[config.mk]
export PLATFORM = sky130hd
export DESIGN_NAME = hex_tlv_record_parser_unit
export DESIGN_NICKNAME = d
export VERILOG_FILES = /design/src/design/htrp_pkg.sv /design/src/design/hex_tlv_record_parser_unit.sv /design/src/design/htrp_front.sv /design/src/design/htrp_queue.sv /design/src/design/htrp_back.sv
export SDC_FILE = /design/constraint.sdc
export NUM_CORES = 1
export LEC_CHECK = 0
export BUFFER_PORTS_ARGS = -buffer_cell sky130_fd_sc_hd__buf_2
export CAP_MARGIN = 0
export CORE_MARGIN = 5
export CORE_UTILIZATION = 59
export CTS_BUF_LIST = sky130_fd_sc_hd__clkbuf_4 sky130_fd_sc_hd__clkbuf_8 sky130_fd_sc_hd__clkbuf_16
export DETAILED_ROUTE_END_ITERATION = 10
export HOLD_SLACK_MARGIN = 0.15
export PLACE_DENSITY = 0.86
export SYNTH_ARGS = -nofsm -noshare
export SYNTH_HDL_FRONTEND = slang
export SYNTH_SLANG_ARGS = --single-unit
[constraint.sdc]
create_clock -name clock -period 8.95 [get_ports clock]
set_input_delay 2.2375 -clock clock [delete_from_list [all_inputs] [get_ports clock]]
set_output_delay 2.2375 -clock clock [all_outputs]
set_load 0.02 [all_outputs]
[src/design/htrp_pkg.sv]
// shared types, codes and reset values for the hex tlv record parser
`timescale 1ns / 1ps

package htrp_pkg;

   localparam int QUEUE_DEPTH = 2;

   // record kinds on the result channel
   localparam logic [2:0] KIND_ADDR      = 3'd4;
   localparam logic [2:0] KIND_STAMP_OVF = 3'd5;
   localparam logic [2:0] KIND_STAMP     = 3'd6;
   localparam logic [2:0] KIND_END       = 3'd7;
   localparam logic [2:0] KIND_UNKNOWN   = 3'd7;
   localparam logic [2:0] KIND_LAST_PAYLOAD = 3'd3;

   // line end status codes
   localparam logic [1:0] STATUS_OK      = 2'd0;
   localparam logic [1:0] STATUS_PAIR    = 2'd1;
   localparam logic [1:0] STATUS_HEX_SEP = 2'd2;
   localparam logic [1:0] STATUS_BAD_TAG = 2'd3;

   // csr register indexes
   localparam logic [2:0] CSR_TAG_TS      = 3'd0;
   localparam logic [2:0] CSR_TAG_RS      = 3'd1;
   localparam logic [2:0] CSR_TAG_DATA    = 3'd2;
   localparam logic [2:0] CSR_TAG_SOURCE  = 3'd3;
   localparam logic [2:0] CSR_TAG_ADDRESS = 3'd4;
   localparam logic [2:0] CSR_TAG_STAMP   = 3'd5;

   // tag reset codes
   localparam logic [7:0] RST_TAG_TS      = 8'd0;
   localparam logic [7:0] RST_TAG_RS      = 8'd1;
   localparam logic [7:0] RST_TAG_DATA    = 8'd2;
   localparam logic [7:0] RST_TAG_SOURCE  = 8'd3;
   localparam logic [7:0] RST_TAG_ADDRESS = 8'd4;
   localparam logic [7:0] RST_TAG_STAMP   = 8'd5;

   typedef struct packed {
      logic [7:0] ts;
      logic [7:0] rs;
      logic [7:0] data;
      logic [7:0] source;
      logic [7:0] address;
      logic [7:0] stamp;
   } htrp_tags_type;

   // byte or line end event from the character front end
   typedef struct packed {
      logic       is_end;
      logic [1:0] status;
      logic [7:0] data;
   } htrp_evt_type;

   typedef struct packed {
      logic [2:0]  kind;
      logic [63:0] value;
      logic [7:0]  position;
      logic        last;
      logic        empty;
      logic [1:0]  status;
   } htrp_rsp_type;

   typedef enum logic [2:0] {
      STEP_TAG,
      STEP_LEN,
      STEP_PAYLOAD,
      STEP_GATHER,
      STEP_OVF_LEN,
      STEP_STAMP_LEN
   } htrp_step_type;

endpackage

[src/design/hex_tlv_record_parser_unit.sv]
// top level of the hex tlv record parser: tag registers, front end, queue, back end
//
//   channel | direction | handshake             | payload
//   req     | in        | req_valid / req_stall | req_text_char
//   rsp     | out       | rsp_valid / rsp_stall | kind, value, position, last, empty, status
//   csr     | in        | csr_valid / csr_ready | csr_index, csr_data
//
// one character is taken per cycle while req_stall is low; the back end retires one
// queued byte or line end per cycle unless rsp_stall holds it, so the sustained rate is
// one character a cycle; a result passes from the queue entry of the character that
// completes it to the result register; the queue holds two events
// rsp_stall holds the result register, the queue then fills and req_stall rises
// reset is synchronous and returns all line state and tag codes to defaults
`timescale 1ns / 1ps

module hex_tlv_record_parser_unit
   import htrp_pkg::*;
#(
   parameter int QUEUE_DEPTH_P = QUEUE_DEPTH
) (
   input  logic        clock,
   input  logic        reset,
   input  logic        req_valid,
   output logic        req_stall,
   input  logic [7:0]  req_text_char,
   output logic        rsp_valid,
   input  logic        rsp_stall,
   output logic [2:0]  rsp_record_kind,
   output logic [63:0] rsp_value,
   output logic [7:0]  rsp_position,
   output logic        rsp_record_last,
   output logic        rsp_empty_res,
   output logic [1:0]  rsp_line_status,
   input  logic        csr_valid,
   output logic        csr_ready,
   input  logic [2:0]  csr_index,
   input  logic [7:0]  csr_data
);

   htrp_tags_type tags_ff, tags_in;
   logic          req_accept;
   logic          evt_push;
   htrp_evt_type  push_evt;
   logic          q_full;
   logic          q_valid;
   htrp_evt_type  q_head;
   logic          q_pop;
   htrp_rsp_type  rsp;

   assign csr_ready  = 1'b1;
   assign req_stall  = q_full;
   assign req_accept = req_valid && !q_full;

   always_comb begin
      tags_in = tags_ff;
      if (csr_valid && csr_ready) begin
         unique case (csr_index)
            CSR_TAG_TS:      tags_in.ts      = csr_data;
            CSR_TAG_RS:      tags_in.rs      = csr_data;
            CSR_TAG_DATA:    tags_in.data    = csr_data;
            CSR_TAG_SOURCE:  tags_in.source  = csr_data;
            CSR_TAG_ADDRESS: tags_in.address = csr_data;
            CSR_TAG_STAMP:   tags_in.stamp   = csr_data;
            default: begin
               tags_in = tags_ff;
            end
         endcase
      end
   end

   always_ff @(posedge clock) begin
      if (reset) begin
         tags_ff.ts      <= RST_TAG_TS;
         tags_ff.rs      <= RST_TAG_RS;
         tags_ff.data    <= RST_TAG_DATA;
         tags_ff.source  <= RST_TAG_SOURCE;
         tags_ff.address <= RST_TAG_ADDRESS;
         tags_ff.stamp   <= RST_TAG_STAMP;
      end else begin
         tags_ff <= tags_in;
      end
   end

   htrp_front u_front (
      .clock       (clock),
      .reset       (reset),
      .char_accept (req_accept),
      .text_char   (req_text_char),
      .evt_push    (evt_push),
      .evt         (push_evt)
   );

   htrp_queue #(
      .DEPTH (QUEUE_DEPTH_P)
   ) u_queue (
      .clock      (clock),
      .reset      (reset),
      .push       (evt_push),
      .push_data  (push_evt),
      .full       (q_full),
      .pop        (q_pop),
      .head_valid (q_valid),
      .head_data  (q_head)
   );

   htrp_back u_back (
      .clock     (clock),
      .reset     (reset),
      .tags      (tags_ff),
      .evt_valid (q_valid),
      .evt       (q_head),
      .evt_pop   (q_pop),
      .rsp_valid (rsp_valid),
      .rsp_stall (rsp_stall),
      .rsp       (rsp)
   );

   assign rsp_record_kind = rsp.kind;
   assign rsp_value       = rsp.value;
   assign rsp_position    = rsp.position;
   assign rsp_record_last = rsp.last;
   assign rsp_empty_res   = rsp.empty;
   assign rsp_line_status = rsp.status;

endmodule

[src/design/htrp_front.sv]
// character front end: pairs hex characters into bytes and spots line ends
`timescale 1ns / 1ps

module htrp_front
   import htrp_pkg::*;
(
   input  logic         clock,
   input  logic         reset,
   input  logic         char_accept,
   input  logic [7:0]   text_char,
   output logic         evt_push,
   output htrp_evt_type evt
);

   logic [1:0] phase_ff, phase_in;
   logic [3:0] high_ff, high_in;
   logic [7:0] pend_ff, pend_in;
   logic       skip_ff, skip_in;

   logic       is_term;
   logic       is_hex;
   logic [3:0] nib;

   always_comb begin
      is_hex = 1'b1;
      nib    = 4'd0;
      if (text_char >= 8'h30 && text_char <= 8'h39) begin
         nib = text_char[3:0];
      end else if ((text_char >= 8'h41 && text_char <= 8'h46) ||
                   (text_char >= 8'h61 && text_char <= 8'h66)) begin
         nib = text_char[3:0] + 4'd9;
      end else begin
         is_hex = 1'b0;
      end
   end

   assign is_term = (text_char == 8'h00) || (text_char == 8'h0A) || (text_char == 8'h0D);

   always_comb begin
      phase_in = phase_ff;
      high_in  = high_ff;
      pend_in  = pend_ff;
      skip_in  = skip_ff;
      evt_push = 1'b0;
      evt      = '0;
      if (char_accept) begin
         if (is_term) begin
            evt_push   = 1'b1;
            evt.is_end = 1'b1;
            if (skip_ff) begin
               evt.status = STATUS_HEX_SEP;
            end else if (phase_ff == 2'd1) begin
               evt.status = STATUS_PAIR;
            end else begin
               evt.status = STATUS_OK;
            end
            phase_in = 2'd0;
            high_in  = 4'd0;
            pend_in  = 8'd0;
            skip_in  = 1'b0;
         end else if (!skip_ff) begin
            unique case (phase_ff)
               2'd0: begin
                  high_in  = nib;
                  phase_in = 2'd1;
               end
               2'd1: begin
                  pend_in  = {high_ff, nib};
                  phase_in = 2'd2;
               end
               default: begin
                  if (is_hex) begin
                     skip_in = 1'b1;
                  end else begin
                     phase_in = 2'd0;
                     evt_push = 1'b1;
                     evt.data = pend_ff;
                  end
               end
            endcase
         end
      end
   end

   always_ff @(posedge clock) begin
      if (reset) begin
         phase_ff <= 2'd0;
         high_ff  <= 4'd0;
         pend_ff  <= 8'd0;
         skip_ff  <= 1'b0;
      end else begin
         phase_ff <= phase_in;
         high_ff  <= high_in;
         pend_ff  <= pend_in;
         skip_ff  <= skip_in;
      end
   end

endmodule

[src/design/htrp_queue.sv]
// short event queue between the character front end and the record back end
`timescale 1ns / 1ps

module htrp_queue
   import htrp_pkg::*;
#(
   parameter int DEPTH = QUEUE_DEPTH
) (
   input  logic         clock,
   input  logic         reset,
   input  logic         push,
   input  htrp_evt_type push_data,
   output logic         full,
   input  logic         pop,
   output logic         head_valid,
   output htrp_evt_type head_data
);

   localparam int PTR_W = (DEPTH > 1) ? $clog2(DEPTH) : 1;
   localparam int CNT_W = $clog2(DEPTH + 1);

   htrp_evt_type     mem_ff [DEPTH];
   logic [PTR_W-1:0] wr_ptr_ff, wr_ptr_in;
   logic [PTR_W-1:0] rd_ptr_ff, rd_ptr_in;
   logic [CNT_W-1:0] count_ff, count_in;

   logic do_push;
   logic do_pop;

   assign full       = (count_ff == CNT_W'(DEPTH));
   assign head_valid = (count_ff != '0);
   assign head_data  = mem_ff[rd_ptr_ff];
   assign do_push    = push && !full;
   assign do_pop     = pop && head_valid;

   always_comb begin
      wr_ptr_in = wr_ptr_ff;
      rd_ptr_in = rd_ptr_ff;
      count_in  = count_ff;
      if (do_push) begin
         wr_ptr_in = (wr_ptr_ff == PTR_W'(DEPTH - 1)) ? '0 : wr_ptr_ff + 1'b1;
      end
      if (do_pop) begin
         rd_ptr_in = (rd_ptr_ff == PTR_W'(DEPTH - 1)) ? '0 : rd_ptr_ff + 1'b1;
      end
      if (do_push && !do_pop) begin
         count_in = count_ff + 1'b1;
      end else if (do_pop && !do_push) begin
         count_in = count_ff - 1'b1;
      end
   end

   always_ff @(posedge clock) begin
      if (do_push) begin
         mem_ff[wr_ptr_ff] <= push_data;
      end
   end

   always_ff @(posedge clock) begin
      if (reset) begin
         wr_ptr_ff <= '0;
         rd_ptr_ff <= '0;
         count_ff  <= '0;
      end else begin
         wr_ptr_ff <= wr_ptr_in;
         rd_ptr_ff <= rd_ptr_in;
         count_ff  <= count_in;
      end
   end

endmodule

[src/design/htrp_back.sv]
// record back end: walks tag, length and payload bytes and drives the result register
`timescale 1ns / 1ps

module htrp_back
   import htrp_pkg::*;
(
   input  logic          clock,
   input  logic          reset,
   input  htrp_tags_type tags,
   input  logic          evt_valid,
   input  htrp_evt_type  evt,
   output logic          evt_pop,
   output logic          rsp_valid,
   input  logic          rsp_stall,
   output htrp_rsp_type  rsp
);

   htrp_step_type step_ff, step_in;
   logic [2:0]    kind_ff, kind_in;
   logic [7:0]    left_ff, left_in;
   logic [7:0]    idx_ff, idx_in;
   logic [63:0]   acc_ff, acc_in;
   logic          skip_ff, skip_in;

   logic          rsp_valid_ff, rsp_valid_in;
   htrp_rsp_type  rsp_ff;

   logic          fire;
   logic          emit;
   htrp_rsp_type  res;
   logic [7:0]    b;
   logic [63:0]   acc_next;
   logic [2:0]    tag_kind;

   assign fire     = evt_valid && (!rsp_valid_ff || !rsp_stall);
   assign evt_pop  = fire;
   assign b        = evt.data;
   assign acc_next = {acc_ff[55:0], b};

   always_comb begin
      priority if (b == tags.ts)      tag_kind = 3'd0;
      else if (b == tags.rs)          tag_kind = 3'd1;
      else if (b == tags.data)        tag_kind = 3'd2;
      else if (b == tags.source)      tag_kind = 3'd3;
      else if (b == tags.address)     tag_kind = KIND_ADDR;
      else if (b == tags.stamp)       tag_kind = KIND_STAMP_OVF;
      else                            tag_kind = KIND_UNKNOWN;
   end

   always_comb begin
      step_in = step_ff;
      kind_in = kind_ff;
      left_in = left_ff;
      idx_in  = idx_ff;
      acc_in  = acc_ff;
      skip_in = skip_ff;
      emit    = 1'b0;
      res     = '0;
      if (fire) begin
         if (evt.is_end) begin
            emit       = 1'b1;
            res.kind   = KIND_END;
            res.status = skip_ff ? STATUS_BAD_TAG : evt.status;
            step_in    = STEP_TAG;
            kind_in    = 3'd0;
            left_in    = 8'd0;
            idx_in     = 8'd0;
            acc_in     = 64'd0;
            skip_in    = 1'b0;
         end else if (!skip_ff) begin
            unique case (step_ff)
               STEP_TAG: begin
                  kind_in = tag_kind;
                  step_in = STEP_LEN;
               end
               STEP_LEN: begin
                  if (kind_ff == KIND_UNKNOWN) begin
                     skip_in = 1'b1;
                  end else if (kind_ff <= KIND_LAST_PAYLOAD) begin
                     left_in = b;
                     idx_in  = 8'd0;
                     if (b == 8'd0) begin
                        emit      = 1'b1;
                        res.kind  = kind_ff;
                        res.empty = 1'b1;
                        step_in   = STEP_TAG;
                     end else begin
                        step_in = STEP_PAYLOAD;
                     end
                  end else if (kind_ff == KIND_ADDR) begin
                     acc_in  = 64'd0;
                     left_in = b;
                     if (b == 8'd0) begin
                        emit     = 1'b1;
                        res.kind = kind_ff;
                        res.last = 1'b1;
                        step_in  = STEP_TAG;
                     end else begin
                        step_in = STEP_GATHER;
                     end
                  end else begin
                     // outer stamp length is ignored
                     step_in = STEP_OVF_LEN;
                  end
               end
               STEP_PAYLOAD: begin
                  emit         = 1'b1;
                  res.kind     = kind_ff;
                  res.value    = {56'd0, b};
                  res.position = idx_ff;
                  res.last     = (left_ff == 8'd1);
                  idx_in       = idx_ff + 8'd1;
                  left_in      = left_ff - 8'd1;
                  if (left_ff == 8'd1) begin
                     step_in = STEP_TAG;
                  end
               end
               STEP_GATHER: begin
                  acc_in  = acc_next;
                  left_in = left_ff - 8'd1;
                  if (left_ff == 8'd1) begin
                     emit      = 1'b1;
                     res.kind  = kind_ff;
                     res.value = acc_next;
                     res.last  = 1'b1;
                     step_in   = (kind_ff == KIND_STAMP_OVF) ? STEP_STAMP_LEN : STEP_TAG;
                  end
               end
               STEP_OVF_LEN: begin
                  kind_in = KIND_STAMP_OVF;
                  acc_in  = 64'd0;
                  left_in = b;
                  if (b == 8'd0) begin
                     emit     = 1'b1;
                     res.kind = KIND_STAMP_OVF;
                     res.last = 1'b1;
                     step_in  = STEP_STAMP_LEN;
                  end else begin
                     step_in = STEP_GATHER;
                  end
               end
               STEP_STAMP_LEN: begin
                  kind_in = KIND_STAMP;
                  acc_in  = 64'd0;
                  left_in = b;
                  if (b == 8'd0) begin
                     emit     = 1'b1;
                     res.kind = KIND_STAMP;
                     res.last = 1'b1;
                     step_in  = STEP_TAG;
                  end else begin
                     step_in = STEP_GATHER;
                  end
               end
               default: begin
                  step_in = STEP_TAG;
               end
            endcase
         end
      end
   end

   always_comb begin
      rsp_valid_in = rsp_valid_ff;
      if (fire) begin
         rsp_valid_in = emit;
      end else if (!rsp_stall) begin
         rsp_valid_in = 1'b0;
      end
   end

   always_ff @(posedge clock) begin
      if (reset) begin
         step_ff      <= STEP_TAG;
         kind_ff      <= 3'd0;
         left_ff      <= 8'd0;
         idx_ff       <= 8'd0;
         acc_ff       <= 64'd0;
         skip_ff      <= 1'b0;
         rsp_valid_ff <= 1'b0;
      end else begin
         step_ff      <= step_in;
         kind_ff      <= kind_in;
         left_ff      <= left_in;
         idx_ff       <= idx_in;
         acc_ff       <= acc_in;
         skip_ff      <= skip_in;
         rsp_valid_ff <= rsp_valid_in;
      end
   end

   always_ff @(posedge clock) begin
      if (fire && emit) begin
         rsp_ff <= res;
      end
   end

   assign rsp_valid = rsp_valid_ff;
   assign rsp       = rsp_ff;

endmodule

Yosys cells after proc, flatten, opt, wreduce, memory -nomap -nowiden
Memory sizes are Yosys's and may differ from the RTL's. A register that Yosys moved wholly into a read port is not among the register bits.
Cells that the tools add are included.
{ "classes": {"div": 0, "add_sub_neg": 7, "order_cmp": 7, "n_eq_ne": 35, "shifts": 0, "n_reduce_logical": 53, "bitwise": 4, "mul": 0, "mux": 110} }
{ "op_table": {"columns": ["operator", "n"], "rows": [
  ["56-bit 2-to-1 mux", 5],
  ["56-bit case mux with 3 select lines", 1],
  ["8-bit 2-to-1 mux", 17],
  ["64-bit case mux with 2 select lines", 1],
  ["77-bit 2-to-1 mux", 1],
  ["3-bit 2-to-1 mux", 24],
  ["67-bit 2-to-1 mux", 1],
  ["8-bit equality test", 6],
  ["1-bit 2-to-1 mux", 35],
  ["8-bit case mux with 3 select lines", 1],
  ["2-bit 2-to-1 mux", 11],
  ["3-bit equality test (second input constant)", 7],
  ["4-bit 2-to-1 mux", 5],
  ["3-bit case mux with 6 select lines", 1],
  ["8-bit by 4-bit equality test with 1-bit output (second input constant)", 2],
  ["8-bit by 7-bit >= comparator with 1-bit output (second input constant)", 2],
  ["8-bit by 7-bit <= comparator with 1-bit output (second input constant)", 2],
  ["8-bit logical NOT", 2],
  ["8-bit case mux with 2 select lines", 1],
  ["3-bit case mux with 5 select lines", 1],
  ["5-bit AND reduction", 3],
  ["2-bit AND reduction", 7],
  ["3-bit by 2-bit equality test with 1-bit output (second input constant)", 4],
  ["3-bit by 2-bit != test with 1-bit output (second input constant)", 4],
  ["other kinds (37)", 72]
]} }
{ "word_totals": {"word_cells": 243, "input_bits": 24, "ff_bits": 226, "romBits": 0, "n_memories": 1, "latch_bits": 0, "ramBits": 22} }
{ "mem_list": {"columns": ["memory", "words", "word_bits", "rd", "rd_ports_with_merged_regs", "write_ports", "line", "source"], "rows": [
  ["u_queue.mem_ff", 2, 11, 1, 1, 1, "htrp_queue.sv:22", "htrp_evt_type mem_ff [DEPTH];"]
]} }

Depth between registers and ports, before layout
{ "depth": {"word_depth": 15, "depth_mapped": 10, "ltp_nobuf": 10} }

Hierarchy
From an unflattened synthesis, not the netlist that was laid out.
{ "hier_totals": {"cells_unflattened": 1008, "hier_area_um2": 10913.0} }
{ "by_module_without_submodules": {"columns": ["mod", "cells_each", "instances", "area_per_inst_um2", "seq_area_each_um2"], "rows": [
  ["htrp_back", 668, 1, 7049.3, 3973.8],
  ["hex_tlv_record_parser_unit", 176, 1, 1925.6, 960.9],
  ["htrp_queue", 59, 1, 1009.7, 760.7],
  ["htrp_front", 105, 1, 928.4, 300.3]
]} }

Least setup slack after synthesis
Ideal clock, no wire load.
{ "synth_path": {"path_kind": "input to register", "startpoint": "input port rsp_stall", "endpoint": "register u_back.rsp_ff (netlist bit u_back.rsp[0]), enable pin", "n_path_buf": 1, "path_slack_ns": 1.854, "arrival_ns": 6.568, "required_ns": 8.422, "cell_stages": 7, "path_cell_list": "and2_1 -> nor2_1 -> inv_2 -> buf_2 -> nor2_1 -> nand2_1 -> o21ai_1"} }
{ "synth_via": {"elab_chain_cells": 5} }
{ "synth_rtl": {"columns": ["element", "line", "source"], "rows": [
  ["start: declaration", "hex_tlv_record_parser_unit.sv:27", "input logic rsp_stall,"],
  ["1-bit logical NOT *", "htrp_back.sv:35", "assign fire = evt_valid && (!rsp_valid_ff || !rsp_stall);"],
  ["1-bit logical OR *", "htrp_back.sv:35", null],
  ["1-bit logical AND *", "htrp_back.sv:35", null],
  ["1-bit 2-to-1 mux", "htrp_back.sv:59", "if (fire) begin"],
  ["1-bit logical AND *", "htrp_back.sv:193", "if (fire && emit) begin"],
  ["end signal: assignment", "htrp_back.sv:194", "rsp_ff <= res;"],
  ["end: declaration", "htrp_back.sv:26", "htrp_rsp_type rsp_ff;"]
]} }
Mark *: on every way between the ends. The rest lies on a longest branch, timed or not.
A chain may end at the register's enable or synchronous reset.

Worst setup path after layout
{ "layout_path": {"startpoint": "input port rsp_stall", "endpoint": "register u_back.rsp_ff (netlist bit u_back.rsp[78]), enable pin"} }
Same word-level chain as after synthesis.

==> results.ini <==
[critical_path]
crit_type = primary input to flip-flop
critical_path.max_fanout = 52
endpoint_kind = flip-flop
r2r_setup_slack_ps = 5380
required_ps = 9100
timing.critical_path.arrival_ps = 4640
worstSetupStartpointType = primary input

[sta]
total_of_endpoints_with_negative_setup_slack_in_the_final_report = 0
final_hold_violations = 0
timing.setup.tns_ps = 0
clock.fmax_mhz = 222
grt_setup_unrepaired = false
final_period_minus_worst_setup_slack_ps = 4500
tightestPinTransition_ps = 986
finalMaxSlewViolations = 0
worst_max_slew_margin_expressed_relative_to_the_limit = 0.340
part_of_the_cycle_the_worst_path_needs = 0.502
final.setup_skew_ps = 9.48

[layout]
area.sequential_um2 = 6000
post_route_cells_drive_above_1_share = 0.145
multi_input_combinational_cell_area_um2 = 4490
n_fill_cell = 1357
layout.nets = 1211
flow.area_growth_from_synthesis_pct = 13.1
antenna_cells = 0
finalInstanceArea_um2 = 12200

[detailed_routing]
drt-total-wl_mm = 23.5
drt-vias-per-instance = 5.75
drtIter0Drc = 748
dr_total_vias = 8202
route.antenna.remaining_nets = 0
first_pass_iters = 5
wire_per_inst_um = 16.5
drc = 0

[logic_synthesis]
synth.net_count = 1132
synth_fa_ha_area_frac = 0.00929
async_flop_share = 0
post_synth_edffs = 101
post-synth-top-area-fraction = 0.282
ys.warnings.count = 0
synth_mux_area_frac = 0.0263
synth.avg_cell_area_um2 = 9.79
synth_compound_area_frac = 0.107
netlist-cell-type-count = 69
synth_top_family_by_area = simple AND/OR/NAND/NOR gates
simple_gate_fraction_of_synth_area = 0.224
number_of_storage_elements_in_the_synthesis_netlist = 249
synth.yosys.seq_area_share = 0.557
synth_xor_xnor_area_share = 0.0472
mappedNetlistArea_um2 = 10800
post_synth_main_area_contributors = sky130_fd_sc_hd__edfxtp_1 28%, sky130_fd_sc_hd__dfxtp_1 28%, sky130_fd_sc_hd__nand2_1 6.3%, sky130_fd_sc_hd__a21oi_1 6.0%, sky130_fd_sc_hd__and2_1 4.6%
post_synth_top_flop = sky130_fd_sc_hd__dfxtp_1
synth_area_leader_cell = sky130_fd_sc_hd__edfxtp_1
synthCells = 1100

[run]
max_cap_violations = 0

[clocking]
hold_fix_buffer_count_after_cts = 0
clk_pin_slew_ps = 60
clock_tree_sinks = 249
tritoncts.num_buffers = 25
tritoncts = done
ctsResizeCount = 0
cts_buffer_depth = 3
cts_setup_buffers = 0
worst_skew_late_latency_ps = 510
clock-root-buffer = sky130_fd_sc_hd__clkbuf_16
cts_max_level = 1

[global_route]
use_met2 = 0.366
grt.met1_usage = 0.288
first_pass_grt_wire_length_mm = 39.1
grt.total_usage = 0.217
vias_in_the_first_global_route = 7833
antenna_found_initial = 0
grt_start_max_net_pins = 78
globalRouteMet3Util = 0.0399
grt_remaining_overflow = 0
top_usage_layer = met2

[placement]
gp_congestion = 0.935
post-dp-hpwl_mm = 15.4
buffer_ports.inserted = 104
dpl-instance-area_um2 = 11400

[die]
ios = 106
die-height_um = 145
core_um2 = 18000
start_util = 0.600
design.die.area_um2 = 21100
num_rows = 49
die_width_um = 145

[power_and_ir_drop]
maximum_vdd_ir_drop_uv = 202
power_density_over_the_cells_nw_per_um2 = 249
p_leak_nw = 4.43

[run_status]
run_status = complete, no violations

[worst_hold_path]
holdCritPathClass = flip-flop to flip-flop

-- metal layers --
layer,up-vias,share of wire
li1,3981,-
met1,3889,0.41
met2,277,0.49
met3,55,0.070
met4,0,0.026
met5,-,0
-- per-stage QoR --
stage	hold WS (ps)	instances	setup WS, ps	util	power [mW]
after global placement	433	1381	4020	0.634	2.04
after detailed placement	440	1381	3930	0.634	2.06
after global routing	458	1427	4270	0.678	3.19
final	447	1427	4450	0.678	3.04
after CTS	449	1427	4460	0.678	3.06
after floorplan	427	1100	1850	-	1.90
-- where the power goes --
group,switching (mW),internal (mW)
Combinational,0.465,0.216
Sequential,0.0598,1.30
Clock,0.415,0.583
-- final cells by class --
| class | instances | share of cell area |
|---|---|---|
| clock inverter | 12 | 0.00760 |
| clock buffer | 34 | 0.0579 |
| multi-input combinational | 780 | 0.368 |
| tap | 229 | 0.0235 |
| inverter | 12 | 0.00370 |
| timing repair buffer | 111 | 0.0472 |
| sequential | 249 | 0.492 |
-- worst max-delay path: stages --
cell and delay, ps:
sky130_fd_sc_hd__buf_2 90, sky130_fd_sc_hd__and2_1 160, sky130_fd_sc_hd__nor2_1 190, sky130_fd_sc_hd__inv_2 150, sky130_fd_sc_hd__nor2_1 150, sky130_fd_sc_hd__nand2_1 140
sky130_fd_sc_hd__o21ai_4 810, sky130_fd_sc_hd__buf_4 680
-- path summary, 6_finish.rpt --
check,startpoint,end,cells after the start
setup / recovery,rsp_stall,u_back.rsp[78]$_SDFFCE_PN0P_,8
hold / removal,u_back.acc_ff[49]$_SDFFE_PP0P_,u_back.acc_ff[49]$_SDFFE_PP0P_,2
setup reg to reg,u_queue.mem_ff[0][4]$_DFFE_PP_,u_back.rsp[78]$_SDFFCE_PN0P_,6
hold reg to reg,u_back.acc_ff[49]$_SDFFE_PP0P_,u_back.acc_ff[49]$_SDFFE_PP0P_,2
-- cell families after synthesis --
logic type / after synthesis
mux: 18
fa+ha+maj: 8
xor+xnor: 58
simple gates: 497
compound gates: 198
flops: 249
buf+inv: 71
other cells: 1
-- Yosys cell counts (6+ instances only) --
cell type and count:
sky130_fd_sc_hd__nand2_1 182, sky130_fd_sc_hd__dfxtp_1 148, sky130_fd_sc_hd__a21oi_1 129, sky130_fd_sc_hd__edfxtp_1 101
sky130_fd_sc_hd__and2_1 80, sky130_fd_sc_hd__nor2_1 75, sky130_fd_sc_hd__nand3_1 59, sky130_fd_sc_hd__xnor2_1 45
sky130_fd_sc_hd__clkbuf_1 33, sky130_fd_sc_hd__buf_2 18, sky130_fd_sc_hd__o21ai_0 18, sky130_fd_sc_hd__nor2b_1 17
sky130_fd_sc_hd__nor4_1 15, sky130_fd_sc_hd__xor2_1 13, sky130_fd_sc_hd__nor3_1 12, sky130_fd_sc_hd__inv_1 11
sky130_fd_sc_hd__or3_1 11, sky130_fd_sc_hd__and3_1 9, sky130_fd_sc_hd__nand3b_1 9, sky130_fd_sc_hd__ha_1 8
sky130_fd_sc_hd__mux2i_1 8, sky130_fd_sc_hd__mux2i_4 8, sky130_fd_sc_hd__nand2b_1 6
-- placed cells by master, fill, tap and decap left out, drive strengths merged, types with 4 or more instances in the layout --
cell / n
dfxtp: 148
or3: 11
nor2b: 17
nand2: 182
nand3b: 9
clkinv: 8
o21ai: 24
and2: 80
nand4: 4
nand2b: 6
edfxtp: 101
a211oi: 4
a2111oi: 4
clkbuf: 34
or2: 5
a21oi: 130
and3: 9
inv: 14
mux2i: 16
nand3: 59
buf: 111
xor2: 13
nor3: 12
ha: 8
nor4: 15
nor3b: 4
xnor2: 45
a22oi: 5
nor2: 76
-- flip-flops by register name (all words and copies together) (netlist names), named ones only --
| signal | count |
|---|---|
| tags_ff | 48 |
| u_back.acc_ff | 56 |
| u_back.idx_ff | 8 |
| u_back.kind_ff | 3 |
| u_back.left_ff | 8 |
| u_back.rsp | 79 |
| u_back.rsp_valid | 1 |
| u_back.skip_ff | 1 |
| u_back.step_ff | 3 |
| u_front.high_ff | 4 |
| u_front.pend_ff | 8 |
| u_front.phase_ff | 2 |
| u_front.skip_ff | 1 |
| u_queue.count_ff | 2 |
| u_queue.mem_ff | 22 |
| u_queue.rd_ptr_ff | 1 |
| u_queue.wr_ptr_ff | 1 |
No activity file was read; power rests on OpenSTA's default activity.
